## src/keypad_scan_numeric_entry_top_assert.svh

```systemverilog
// ----------------------------------------------------------------------------
// Keypad entry assertion macros
// Concurrent check macros used by the keypad entry execution stage; empty for synthesis.
// ----------------------------------------------------------------------------
`ifndef KEYPAD_SCAN_NUMERIC_ENTRY_TOP_ASSERT_SVH
`define KEYPAD_SCAN_NUMERIC_ENTRY_TOP_ASSERT_SVH

`ifndef SYNTHESIS
// same-cycle implication
`define KSE_ASSERT_NOW(lbl, ante, cons) \
  lbl: assert property (@(posedge clk) disable iff (!rst_n) (ante) |-> (cons)) \
    else $error("keypad entry check failed");
// next-cycle implication
`define KSE_ASSERT_NEXT(lbl, ante, cons) \
  lbl: assert property (@(posedge clk) disable iff (!rst_n) (ante) |=> (cons)) \
    else $error("keypad entry check failed");
`else
`define KSE_ASSERT_NOW(lbl, ante, cons)
`define KSE_ASSERT_NEXT(lbl, ante, cons)
`endif

`endif

```

## src/kse_pkg.sv

```systemverilog
// ----------------------------------------------------------------------------
// Keypad entry package
// Shared types, codes and the key decoder of the keypad numeric entry block.
// ----------------------------------------------------------------------------
package kse_pkg;

  localparam int unsigned ROW_COUNT = 4;
  localparam logic [1:0]  ROW_LAST  = 2'(ROW_COUNT - 1);
  localparam logic [1:0]  COL_MODE  = 2'd3;  // A/B/C/D column
  localparam logic [7:0]  TICK_MAX  = 8'd255;
  localparam logic [7:0]  MODE_CLR_TICKS = 8'd10;
  localparam logic [7:0]  LOCKOUT_RESET  = 8'd2;

  // input item kinds
  localparam logic ITEM_TICK = 1'b0;
  localparam logic ITEM_EDGE = 1'b1;

  // entry modes
  localparam logic [1:0] EM_NONE   = 2'd0;
  localparam logic [1:0] EM_RANGE  = 2'd1;
  localparam logic [1:0] EM_SINGLE = 2'd2;
  localparam logic [1:0] EM_DIST   = 2'd3;

  // awaiting phases
  localparam logic [1:0] AW_FIRST  = 2'd0;
  localparam logic [1:0] AW_SECOND = 2'd1;
  localparam logic [1:0] AW_SINGLE = 2'd2;

  // pending commands
  localparam logic [1:0] CMD_WAIT    = 2'd0;
  localparam logic [1:0] CMD_CONFIRM = 2'd1;
  localparam logic [1:0] CMD_CANCEL  = 2'd2;

  typedef enum logic [2:0] {
    KC_TICK,
    KC_DIGIT,
    KC_STAR,
    KC_HASH,
    KC_MODE,
    KC_IGNORE
  } key_class_t;

  typedef struct packed {
    logic       mode;
    logic [1:0] column;
  } kse_in_t;

  typedef struct packed {
    logic [1:0] row_drive;
    logic       key_accepted;
    logic [1:0] entry_mode;
    logic [1:0] awaiting;
    logic [1:0] pending_command;
    logic [1:0] digit_count;
    logic [7:0] angle_first;
    logic [7:0] angle_second;
    logic [7:0] distance_value;
    logic       start_pulse;
    logic       configure_pulse;
  } kse_out_t;

  typedef struct packed {
    key_class_t kind;
    logic [3:0] value;  // digit, or mode code for mode keys
  } kse_key_t;

  // classified item passed from front to back
  typedef struct packed {
    key_class_t kind;
    logic [3:0] value;
    logic [1:0] row_drive;
  } kse_item_t;

  // Layout 123A / 456B / 789C / *0#D
  function automatic kse_key_t decode_key(input logic [1:0] row, input logic [1:0] col);
    kse_key_t k;
    k.kind  = KC_IGNORE;
    k.value = '0;
    if (col == COL_MODE) begin
      if (row != ROW_LAST) begin
        k.kind  = KC_MODE;
        k.value = 4'(row) + 4'd1;
      end
    end else if (row == ROW_LAST) begin
      unique case (col)
        2'd0:    k.kind = KC_STAR;
        2'd1:    k.kind = KC_DIGIT;
        default: k.kind = KC_HASH;
      endcase
    end else begin
      k.kind  = KC_DIGIT;
      k.value = 4'(row) * 4'd3 + 4'(col) + 4'd1;
    end
    return k;
  endfunction

endpackage

```

## src/kse_front.sv

```systemverilog
// ----------------------------------------------------------------------------
// Keypad entry front end
// Takes input words, owns the row scan counter and classifies column edges.
// ----------------------------------------------------------------------------
module kse_front
  import kse_pkg::*;
(
  input  logic      clk,
  input  logic      rst_n,
  input  logic      in_valid,
  output logic      in_ready,
  input  kse_in_t   in_data,
  output logic      push_valid,
  input  logic      push_ready,
  output kse_item_t push_item
);

  logic [1:0] row_index_r, row_index_nxt;
  logic [1:0] prev_row;
  logic       accept;
  kse_key_t   key;

  assign in_ready   = push_ready;
  assign push_valid = in_valid;
  assign accept     = in_valid && push_ready;

  // row driven before the latest tick
  assign prev_row = row_index_r - 2'd1;
  assign key      = decode_key(prev_row, in_data.column);

  // classify the word
  always_comb begin
    row_index_nxt = row_index_r;
    if (in_data.mode == ITEM_TICK) begin
      row_index_nxt  = (row_index_r == ROW_LAST) ? 2'd0 : row_index_r + 2'd1;
      push_item.kind = KC_TICK;
      push_item.value = '0;
    end else begin
      push_item.kind  = key.kind;
      push_item.value = key.value;
    end
    push_item.row_drive = row_index_nxt;
  end

  always_ff @(posedge clk) begin
    if (!rst_n) begin
      row_index_r <= 2'd0;
    end else if (accept) begin
      row_index_r <= row_index_nxt;
    end
  end

endmodule

```

## src/kse_queue.sv

```systemverilog
// ----------------------------------------------------------------------------
// Keypad entry queue
// Two-entry FIFO decoupling the classifier from the execution stage.
// ----------------------------------------------------------------------------
module kse_queue
  import kse_pkg::*;
(
  input  logic      clk,
  input  logic      rst_n,
  input  logic      push_valid,
  output logic      push_ready,
  input  kse_item_t push_item,
  output logic      pop_valid,
  input  logic      pop_ready,
  output kse_item_t pop_item
);

  kse_item_t  mem_r [2];
  logic       wr_ptr_r, rd_ptr_r;
  logic [1:0] count_r;
  logic       do_push, do_pop;

  assign push_ready = (count_r != 2'd2);
  assign pop_valid  = (count_r != 2'd0);
  assign pop_item   = mem_r[rd_ptr_r];
  assign do_push    = push_valid && push_ready;
  assign do_pop     = pop_valid && pop_ready;

  // storage, no reset
  always_ff @(posedge clk) begin
    if (do_push) begin
      mem_r[wr_ptr_r] <= push_item;
    end
  end

  // pointers and fill level
  always_ff @(posedge clk) begin
    if (!rst_n) begin
      wr_ptr_r <= 1'b0;
      rd_ptr_r <= 1'b0;
      count_r  <= 2'd0;
    end else begin
      if (do_push) wr_ptr_r <= ~wr_ptr_r;
      if (do_pop)  rd_ptr_r <= ~rd_ptr_r;
      case ({do_push, do_pop})
        2'b10:   count_r <= count_r + 2'd1;
        2'b01:   count_r <= count_r - 2'd1;
        default: count_r <= count_r;
      endcase
    end
  end

endmodule

```

## src/kse_back.sv

```systemverilog
// ----------------------------------------------------------------------------
// Keypad entry execution stage
// Applies lockout, digit entry and the entry state machine; registers results.
// ----------------------------------------------------------------------------
`include "keypad_scan_numeric_entry_top_assert.svh"

module kse_back
  import kse_pkg::*;
#(
  parameter int unsigned DIGIT_SLOTS = 3
) (
  input  logic      clk,
  input  logic      rst_n,
  input  logic      cfg_valid,
  output logic      cfg_ready,
  input  logic [7:0] cfg_data,
  input  logic      pop_valid,
  output logic      pop_ready,
  input  kse_item_t pop_item,
  output logic      out_valid,
  input  logic      out_ready,
  output kse_out_t  out_data
);

  logic [7:0] lockout_r;
  logic [7:0] tick_r, tick_nxt;
  logic [3:0] digit_r   [DIGIT_SLOTS];
  logic [3:0] digit_nxt [DIGIT_SLOTS];
  logic [1:0] held_r, held_nxt;
  logic [1:0] mode_r, mode_nxt;
  logic [1:0] wait_r, wait_nxt;
  logic [1:0] cmd_r, cmd_nxt;
  logic [7:0] first_r, first_nxt;
  logic [7:0] second_r, second_nxt;
  logic [7:0] dist_r, dist_nxt;
  logic       accepted, start, configure;
  logic       take;
  logic [9:0] buf_value;
  logic       out_valid_r;
  kse_out_t   out_data_r;

  assign cfg_ready = 1'b1;
  assign pop_ready = !out_valid_r || out_ready;
  assign take      = pop_valid && pop_ready;
  assign out_valid = out_valid_r;
  assign out_data  = out_data_r;

  // decimal value of the held digits
  always_comb begin
    buf_value = '0;
    for (int i = 0; i < DIGIT_SLOTS; i++) begin
      if (2'(i) < held_r) begin
        buf_value = 10'((buf_value << 3) + (buf_value << 1)) + 10'(digit_r[i]);
      end
    end
  end

  // entry state machine
  always_comb begin
    tick_nxt   = tick_r;
    held_nxt   = held_r;
    mode_nxt   = mode_r;
    wait_nxt   = wait_r;
    cmd_nxt    = cmd_r;
    first_nxt  = first_r;
    second_nxt = second_r;
    dist_nxt   = dist_r;
    accepted   = 1'b0;
    start      = 1'b0;
    configure  = 1'b0;
    for (int i = 0; i < DIGIT_SLOTS; i++) begin
      digit_nxt[i] = digit_r[i];
    end

    case (pop_item.kind) inside
      KC_TICK: begin
        if (tick_r != TICK_MAX) tick_nxt = tick_r + 8'd1;
      end
      KC_MODE: begin
        mode_nxt   = pop_item.value[1:0];
        first_nxt  = '0;
        second_nxt = '0;
        dist_nxt   = '0;
        held_nxt   = '0;
        cmd_nxt    = CMD_WAIT;
        wait_nxt   = (pop_item.value[1:0] == EM_RANGE) ? AW_FIRST : AW_SINGLE;
        if (tick_r >= MODE_CLR_TICKS) tick_nxt = '0;
        accepted   = 1'b1;
      end
      KC_DIGIT, KC_STAR, KC_HASH: begin
        // command flag is latched even inside the lockout
        if (pop_item.kind == KC_STAR) cmd_nxt = CMD_CONFIRM;
        if (pop_item.kind == KC_HASH) cmd_nxt = CMD_CANCEL;
        if (tick_r >= lockout_r) begin
          accepted = 1'b1;
          tick_nxt = '0;
          if (pop_item.kind == KC_DIGIT) begin
            if (held_r < 2'(DIGIT_SLOTS)) begin
              for (int i = 0; i < DIGIT_SLOTS; i++) begin
                if (held_r == 2'(i)) digit_nxt[i] = pop_item.value;
              end
              held_nxt = held_r + 2'd1;
            end
          end else if (mode_r != EM_NONE) begin
            held_nxt = '0;
            cmd_nxt  = CMD_WAIT;
            if (pop_item.kind == KC_STAR) begin
              case (mode_r)
                EM_RANGE: begin
                  if (wait_r == AW_FIRST) begin
                    first_nxt = buf_value[7:0];
                    wait_nxt  = AW_SECOND;
                  end else if (wait_r == AW_SECOND) begin
                    second_nxt = buf_value[7:0];
                    wait_nxt   = AW_FIRST;
                    start      = 1'b1;
                  end
                end
                EM_SINGLE: begin
                  first_nxt = buf_value[7:0];
                  start     = 1'b1;
                end
                default: begin
                  dist_nxt = buf_value[7:0];
                  start    = 1'b1;
                end
              endcase
            end else begin
              configure = (mode_r == EM_RANGE);
            end
          end
        end
      end
      default: ;  // key D
    endcase
  end

  // lockout register
  always_ff @(posedge clk) begin
    if (!rst_n) begin
      lockout_r <= LOCKOUT_RESET;
    end else if (cfg_valid && cfg_ready) begin
      lockout_r <= cfg_data;
    end
  end

  // entry state
  always_ff @(posedge clk) begin
    if (!rst_n) begin
      tick_r   <= '0;
      held_r   <= '0;
      mode_r   <= EM_NONE;
      wait_r   <= AW_FIRST;
      cmd_r    <= CMD_WAIT;
      first_r  <= '0;
      second_r <= '0;
      dist_r   <= '0;
    end else if (take) begin
      tick_r   <= tick_nxt;
      held_r   <= held_nxt;
      mode_r   <= mode_nxt;
      wait_r   <= wait_nxt;
      cmd_r    <= cmd_nxt;
      first_r  <= first_nxt;
      second_r <= second_nxt;
      dist_r   <= dist_nxt;
    end
  end

  // digit slots, undefined until written
  always_ff @(posedge clk) begin
    if (take) begin
      for (int i = 0; i < DIGIT_SLOTS; i++) begin
        digit_r[i] <= digit_nxt[i];
      end
    end
  end

  // result register
  always_ff @(posedge clk) begin
    if (!rst_n) begin
      out_valid_r <= 1'b0;
    end else if (take) begin
      out_valid_r <= 1'b1;
    end else if (out_ready) begin
      out_valid_r <= 1'b0;
    end
  end

  always_ff @(posedge clk) begin
    if (take) begin
      out_data_r.row_drive       <= pop_item.row_drive;
      out_data_r.key_accepted    <= accepted;
      out_data_r.entry_mode      <= mode_nxt;
      out_data_r.awaiting        <= wait_nxt;
      out_data_r.pending_command <= cmd_nxt;
      out_data_r.digit_count     <= held_nxt;
      out_data_r.angle_first     <= first_nxt;
      out_data_r.angle_second    <= second_nxt;
      out_data_r.distance_value  <= dist_nxt;
      out_data_r.start_pulse     <= start;
      out_data_r.configure_pulse <= configure;
    end
  end

  // checks
  `KSE_ASSERT_NOW(a_pulse_excl, out_valid_r, !(out_data_r.start_pulse && out_data_r.configure_pulse))
  `KSE_ASSERT_NOW(a_held_range, 1'b1, held_r <= 2'(DIGIT_SLOTS))
  `KSE_ASSERT_NEXT(a_take_shows, take, out_valid_r)
  `KSE_ASSERT_NOW(a_tick_no_key, out_valid_r && out_data_r.start_pulse, out_data_r.key_accepted)

endmodule

```

## src/keypad_scan_numeric_entry_top.sv

```systemverilog
// Keypad scan numeric entry, top level.
// A taken input word is held in the queue, then its result in the result register.
// Throughput: one word per cycle while out_ready stays high, set by the execution stage.
// The two-entry queue and the result register let input and output stall independently.
// Reset: synchronous, active low; clears the control state only; lockout_ticks returns to 2.
// ----------------------------------------------------------------------------
// Keypad scan numeric entry top
// Front classifier, queue and execution stage of the 4x4 keypad entry block.
// ----------------------------------------------------------------------------
module keypad_scan_numeric_entry_top
  import kse_pkg::*;
#(
  parameter int unsigned DIGIT_SLOTS = 3
) (
  input  logic       clk,
  input  logic       rst_n,
  input  logic       cfg_valid,
  output logic       cfg_ready,
  input  logic [7:0] cfg_data,
  input  logic       in_valid,
  output logic       in_ready,
  input  kse_in_t    in_data,
  output logic       out_valid,
  input  logic       out_ready,
  output kse_out_t   out_data
);

  logic      push_valid, push_ready;
  logic      pop_valid, pop_ready;
  kse_item_t push_item, pop_item;

  kse_front u_front (
    .clk        (clk),
    .rst_n      (rst_n),
    .in_valid   (in_valid),
    .in_ready   (in_ready),
    .in_data    (in_data),
    .push_valid (push_valid),
    .push_ready (push_ready),
    .push_item  (push_item)
  );

  kse_queue u_queue (
    .clk        (clk),
    .rst_n      (rst_n),
    .push_valid (push_valid),
    .push_ready (push_ready),
    .push_item  (push_item),
    .pop_valid  (pop_valid),
    .pop_ready  (pop_ready),
    .pop_item   (pop_item)
  );

  kse_back #(
    .DIGIT_SLOTS (DIGIT_SLOTS)
  ) u_back (
    .clk       (clk),
    .rst_n     (rst_n),
    .cfg_valid (cfg_valid),
    .cfg_ready (cfg_ready),
    .cfg_data  (cfg_data),
    .pop_valid (pop_valid),
    .pop_ready (pop_ready),
    .pop_item  (pop_item),
    .out_valid (out_valid),
    .out_ready (out_ready),
    .out_data  (out_data)
  );

endmodule

```

## config.mk

```make
export PLATFORM = sky130hd
export DESIGN_NAME = keypad_scan_numeric_entry_top
export DESIGN_NICKNAME = d
export VERILOG_FILES = /design/src/kse_pkg.sv /design/src/kse_front.sv /design/src/kse_queue.sv /design/src/kse_back.sv /design/src/keypad_scan_numeric_entry_top.sv
export VERILOG_INCLUDE_DIRS = /design/src /design/src/src
export SDC_FILE = /design/constraint.sdc
export NUM_CORES = 1
export LEC_CHECK = 0
export BUFFER_PORTS_ARGS = -buffer_cell sky130_fd_sc_hd__buf_2
export CORE_MARGIN = 4
export CORE_UTILIZATION = 62
export CTS_BUF_LIST = sky130_fd_sc_hd__clkbuf_8
export DETAILED_ROUTE_END_ITERATION = 10
export PLACE_DENSITY_LB_ADDON = 0.1
export SYNTH_ARGS = -nofsm -noshare
export SYNTH_HDL_FRONTEND = slang
export SYNTH_SLANG_ARGS = --single-unit
```

## constraint.sdc

```tcl
create_clock -name clk -period 4.7 [get_ports clk]
set_clock_uncertainty 0.05 [all_clocks]
set_input_delay 0.94 -clock clk [delete_from_list [all_inputs] [get_ports clk]]
set_output_delay 0.94 -clock clk [all_outputs]
set_load 0.02 [all_outputs]
```

# ---- Word-level counts from Yosys, hierarchy flattened
# Memories as Yosys holds them, arrays and structs flattened. A register that Yosys moved wholly into a read port is not among the register bits.
# Cells that the tools add are included.
dict set report totals {
  regBits 92
  ram_bits 30
  inputBits 16
  output_inout_bits 40
  wordCells 189
  mem_count 2
}
# name depth word_bits read_ports rd_ports_with_merged_regs write_ports line
set memory_table {}
lappend memory_table {u_queue.mem_r 2 9 1 1 1 kse_queue.sv:18} ;# kse_item_t mem_r [2];
lappend memory_table {u_back.digit_r 3 4 3 0 3 kse_back.sv:27} ;# logic [3:0] digit_r [DIGIT_SLOTS];
dict set report classes {
  n_addsub 13
  n_mul 1
  order_cmp 6
  eq_ne 21
  muxes 96
  n_bitwise 6
  n_reduce_logical 19
}
# operator count
set ops {}
lappend ops {{$mux W8} 34}
lappend ops {{$mux W12} 6}
lappend ops {{$mux W2} 31}
lappend ops {{$mux W4} 5}
lappend ops {{$add A8 B4 Y8} 2}
lappend ops {{$pmux W8 S2} 1}
lappend ops {{$mux W1} 14}
lappend ops {{$mux W7} 2}
lappend ops {{$reduce_or A7 Y1} 2}
lappend ops {{$eq A2 B1 Y1 const B} 6}
lappend ops {{$eq A2 B2 Y1 const B} 6}
lappend ops {{$add A7 B5 Y8} 1}
lappend ops {{$add A8 B1 Y8 const B} 1}
lappend ops {{$add A8 B8 Y8} 1}
lappend ops {{$ge A8 B4 Y1 const B} 1}
lappend ops {{$ge A8 B8 Y1} 1}
lappend ops {{$ne A8 B8 Y1 const B} 1}
lappend ops {{$pmux W2 S2} 2}
lappend ops {{$reduce_bool A2 Y1} 4}
lappend ops {{$add A2 B1 Y2 const B} 3}
lappend ops {{$eq A3 B2 Y1 const B} 2}
lappend ops {{$logic_not A2 Y1} 3}
lappend ops {{$ne A2 B2 Y1 const B} 3}
lappend ops {{$not A1 Y1} 6}
lappend ops {{other kinds (20)} 24}

# ---- Longest topological paths before layout
dict set report logic_depth {
  ltp_word 18
  ltp_mapped 18
  mapped_depth_nobuf 17
}

# ---- Modules after synthesis
# From an unflattened synthesis, not the netlist that was laid out.
dict set report hier_totals {
  hier_cells 652
  hier_area_um2 6776.5
}
# mod n_inst cells_each area_each_um2 seq_area_each_um2
set by_module_without_submodules {}
lappend by_module_without_submodules {kse_back 1 555 5526.6 2452.4}
lappend by_module_without_submodules {kse_queue 1 52 882.1 640.6}
lappend by_module_without_submodules {kse_front 1 45 367.9 40.0}

# ---- Least setup slack after synthesis
# Ideal clock, no wire load.
dict set report synth_timing {
  kind {register to register}
  from {reg u_back.held_r[0]}
  to {reg u_back.out_data_r (netlist bit u_back.out_data[24]), data pin}
  setup_ps 254
  t_arrival_ps 3911
  required_ps 4396
  slack_ps 485
  stages_incl_launch_ff 18
  period_less_slack_ps 4215
  path_cell_list {dfxtp_1 clkbuf_1 or2_2 and2_1 ha_1 ha_1 inv_1 fa_1 inv_1 a22o_1 ha_1 ha_1 nor2b_1 o21a_1 or4_1 o211ai_1 o21ai_0 a21o_1}
}
dict set report synth_via {
  elab_chain_cells 17
  elab_cells_between_ends 19
}
# item line
set synth_rtl {}
lappend synth_rtl {{start, declared} kse_back.sv:29} ;# logic [1:0] held_r, held_nxt;
lappend synth_rtl {{start signal, assigned} kse_back.sv:160} ;# held_r <= held_nxt;
lappend synth_rtl {{$lt A1 B2 Y1} kse_back.sv:52} ;# if (2'(i) < held_r) begin
lappend synth_rtl {{$mux W4} kse_back.sv:52}
lappend synth_rtl {{$add A7 B5 Y8} kse_back.sv:53} ;# buf_value = 10'((buf_value << 3) + (buf_value << 1)) + 10'(digit_r[i]);
lappend synth_rtl {{$add A8 B4 Y8} kse_back.sv:53}
lappend synth_rtl {{$mux W8} kse_back.sv:52}
lappend synth_rtl {{$add A8 B8 Y8} kse_back.sv:53}
lappend synth_rtl {{$add A8 B4 Y8} kse_back.sv:53}
lappend synth_rtl {{$mux W8 (*)} kse_back.sv:52}
lappend synth_rtl {{$mux W8} kse_back.sv:110} ;# if (wait_r == AW_FIRST) begin
lappend synth_rtl {{$pmux W8 S2 (*)} kse_back.sv:108} ;# case (mode_r)
lappend synth_rtl {{$mux W8 (*)} kse_back.sv:107} ;# if (pop_item.kind == KC_STAR) begin
lappend synth_rtl {{$mux W8 (*)} kse_back.sv:104} ;# end else if (mode_r != EM_NONE) begin
lappend synth_rtl {{$mux W8 (*)} kse_back.sv:97} ;# if (pop_item.kind == KC_DIGIT) begin
lappend synth_rtl {{$mux W8 (*)} kse_back.sv:94} ;# if (tick_r >= lockout_r) begin
lappend synth_rtl {{$mux W8 (*) (3 in a row)} kse_back.sv:75} ;# case (pop_item.kind) inside
lappend synth_rtl {{net u_back.first_nxt[6]} kse_back.sv:33} ;# logic [7:0] first_r, first_nxt;
lappend synth_rtl {{end, declared} kse_back.sv:40} ;# kse_out_t out_data_r;
# The timed path passes the listed nets; every way through them passes the cells marked *.
# A chain may end at the register's enable or synchronous reset.

# ---- Final worst setup path
# Same ends and word-level chain as after synthesis.

==> run metrics <==
Synth Area in Compound Gates=14.2%; fmax=226 MHz; mux contribution to synthesized area=8.18%; Synth area leader=edfxtp_1; routed vias=5,147; worst path cell trace=or2_2, and2_1, ha_1, ha_1, inv_1, fa_1, inv_1, a22o_1, ha_1, ha_1, nor2b_1, o21a_1, or4_1, o211ai_1, o21ai_0, a21o_1; clock slew at reported path FFs=0.08 ns; met2 usage=38.5%; Largest delay share family, worst path=adder cells; initial antenna violation count=0; Area Overhead vs Synth=11.0%; largest net degree at the start of global routing=35; CTS tree=yes; critical path fanouts, max=12; CP max stage cell=fa_1; WP buf/inv=2; # port buffers=54; Skew-Pair Late Insertion Delay=0.44 ns; peak supply drop=0.376 mV; Antenna Cells=0; Yosys warnings=0; WL final=14.4 mm; relative slew slack=31.8%; Setup WS pre-CTS=0.235 ns; vias per inst=6.03; hpwl dp=9.95 mm; Flop pwr share=43.8%; busiest grt layer=met2; met3 Resource Use GR=5.50%; FFs w/ async S/R, synth=0%; largest family of logic cells by synthesized area=simple AND/OR/NAND/NOR gates; endpoints failing setup=0; drt drc=0; fin util=71.4%; Synth Area in Adders=8.59%; HP Class=reg2reg; Yosys reg bits=123; Final Slew Violations=0; Total Neg Setup Slack=0 ns; CP Depth=16; Worst Path Arrival=4.57 ns; Initial Utilization=64.4%; count leader, synth=nand2_1; Clk network pwr share=26.4%; period utilization=94.0%; synth top area cells=edfxtp_1 (30%), dfxtp_1 (17%), ha_1 (7.2%); critical path type=reg2reg; switching share of power=35.2%; CTS buffer count=17; Period minus WS final=4.42 ns; Syn Area/Cell=10.2 µm²; area share of the largest cell type after synthesis=29.9%; worst hold path depth=2; synthesized cell area=0.00673 mm²; Final Hold Viols=0; Post-DRT Antenna Nets=0; first-pass GRT wire length=23.5 mm; Placed Cells=822; leakage=2.87 nW; EDFF count, synth=67; Mapped Cells=657; PwrDens=454 mW/mm²; Synth Area in XOR/XNOR=1.82%; initial DRC count=410; share of cells above drive strength 1=18.5%; worst-margin pin slew=1.02 ns; slowest stage delay, CP=0.47 ns; Core ar.=0.0105 mm²; WP data required=4.85 ns; grt ovf=0; met1 usage=30.2%; H-tree levels=4; total die area=0.0126 mm²; fin nets=764; vias in the first global route=4,813; routed len/inst=16.8 µm; post-synthesis sequential area ratio=46.5%; GPL Wtd Cong=0.909; clock root cell=clkbuf_8; Mapped Nets=716; top post-synthesis cells by count=nand2_1 (72), edfxtp_1 (67), dfxtp_1 (56), nor2_1 (53), ha_1 (39); Critical Path End Type=flip-flop; Comb pwr share=29.7%; Finished Layout Cells=854; worst setup margin=0.283 ns; Die Ht=112 µm; Cell Int Power=2.20 mW; Simple-Gate Fraction of Synth Area=16.5%; CTS Buffer Depth=2; Die W=112 µm; library cells used by synthesis=70; I/O pin total=56; NetSw=1.19 mW; unrepaired setup endpoints after global routing=false; Sink Count=123; Rows=37; Overall Global Routing Usage=23.3%; Max-Cap Viols=0; FILL cells=765; Most common cell on crit path=ha_1; Primary FF master, synth=edfxtp_1; First-pass DRT Iterations=5; FF-to-FF path depth=16; CP startpoint kind=flip-flop; status=finished, final reports clean
## worst paths after layout
path | startpoint | to | slack [ns]
min | u_back.first_r[5] | u_back.first_r[5] | 0.43
min reg2reg | u_back.first_r[5] | u_back.first_r[5] | 0.43
max reg2reg | u_back.held_r[0] | u_back.out_data[24] | 0.28
max | u_back.held_r[0] | u_back.out_data[24] | 0.28
## state kept, by name (all words and copies together) (netlist names), named ones only
name                 count
u_queue.rd_ptr_r         1
u_back.dist_r            8
u_queue.count_r          2
u_back.out_data         37
u_back.mode_r            2
u_back.lockout_r         8
u_back.cmd_r             2
u_back.held_r            2
u_back.digit_r          12
u_back.out_valid         1
u_back.first_r           8
u_back.second_r          8
u_back.wait_r            2
u_queue.wr_ptr_r         1
u_back.tick_r            8
u_front.row_index_r      2
u_queue.mem_r           18
## per-layer routing
metal  part of all wire (%)  wire length, µm  vias up
li1                       -                -     2496
met1                     43             6240     2431
met2                     48             6910      186
met3                    5.9              843       34
met4                    2.6              367        0
met5                      0                0        -
## power by group through the flow
stage               registers [mW]  logic [mW]  clock network (mW)
CTS                           1.49        1.01               0.908
global placement              1.51       0.990                   0
detailed placement            1.51        1.00                   0
global route                  1.51        1.09               0.969
finish                        1.49        1.01               0.896
floorplan                     1.69       0.534                   0
## final cells by class
class | instances | area (µm²) | area share (%)
sequential | 123 | 3130 | 41.9
tap | 136 | 170 | 2.28
clock buffer | 18 | 248 | 3.32
inverter | 37 | 139 | 1.86
clock inverter | 14 | 131 | 1.76
multi-input combinational | 465 | 3330 | 44.5
timing repair buffer | 61 | 323 | 4.32
## through the flow
step / hold WS (ns) / power, mW / area [µm²]
floorplan: 0.386 / 2.22 / 6730
global placement: 0.395 / 2.50 / 7090
detailed placement: 0.404 / 2.51 / 7090
CTS: 0.415 / 3.40 / 7470
global route: 0.459 / 3.57 / 7470
finish: 0.428 / 3.39 / 7470
## worst register-to-register path: stages (launching register included)
cell,delay (ns)
dfxtp_2,0.38
or2_2,0.38
and2_1,0.21
ha_1,0.29
ha_1,0.16
inv_1,0.05
fa_1,0.47
inv_1,0.04
a22o_1,0.26
ha_1,0.31
ha_1,0.35
nor2b_1,0.18
o21a_1,0.19
or4_1,0.44
o211ai_1,0.11
o21ai_0,0.13
a21o_1,0.20
## layout by cell type, fill, tap and decap left out, drive strengths merged, types with 4 or more instances in the layout
cell | Yosys | layout
clkinv | 1 | 8
nor2b | 8 | 8
ha | 39 | 39
nor2 | 53 | 53
o211ai | 9 | 9
xnor2 | 7 | 7
mux2i | 31 | 31
nor3 | 10 | 10
and3 | 7 | 7
a31oi | 4 | 4
xor2 | 7 | 7
a22o | 4 | 4
buf | 6 | 61
a211oi | 7 | 7
a21o | 7 | 7
clkbuf | 26 | 18
nand2 | 72 | 72
inv | 36 | 38
mux2 | 21 | 21
or4 | 4 | 4
o31ai | 7 | 7
or3 | 8 | 8
nand2b | 8 | 8
a31o | 6 | 6
nor4 | 12 | 12
or2 | 5 | 5
nor3b | 4 | 4
nand3 | 13 | 13
dfxtp | 56 | 56
o21a | 5 | 5
a21oi | 31 | 31
edfxtp | 67 | 67
fa | 4 | 4
a2bb2oi | 4 | 4
o21ai | 21 | 21
and2 | 7 | 7
o22ai | 4 | 4
## timing repair
item / in CTS / in global routing
hold buffers: 0 / 0
setup endpoints to repair: 0 / 4
setup buffers: 0 / 0
resized for setup: 0 / 2
## cells by family (layout without fill, tap and decap cells)
kind of cell,after synthesis,in the layout
DFF,123,123
xor gates and xnor gates,14,14
muxes,52,52
other,1,1
and+or+nand+nor,219,219
AOI/OAI and AO/OA,135,135
buffers and inverters,69,130
adders and majority gates,44,44
(Power assumes the default switching activity.)
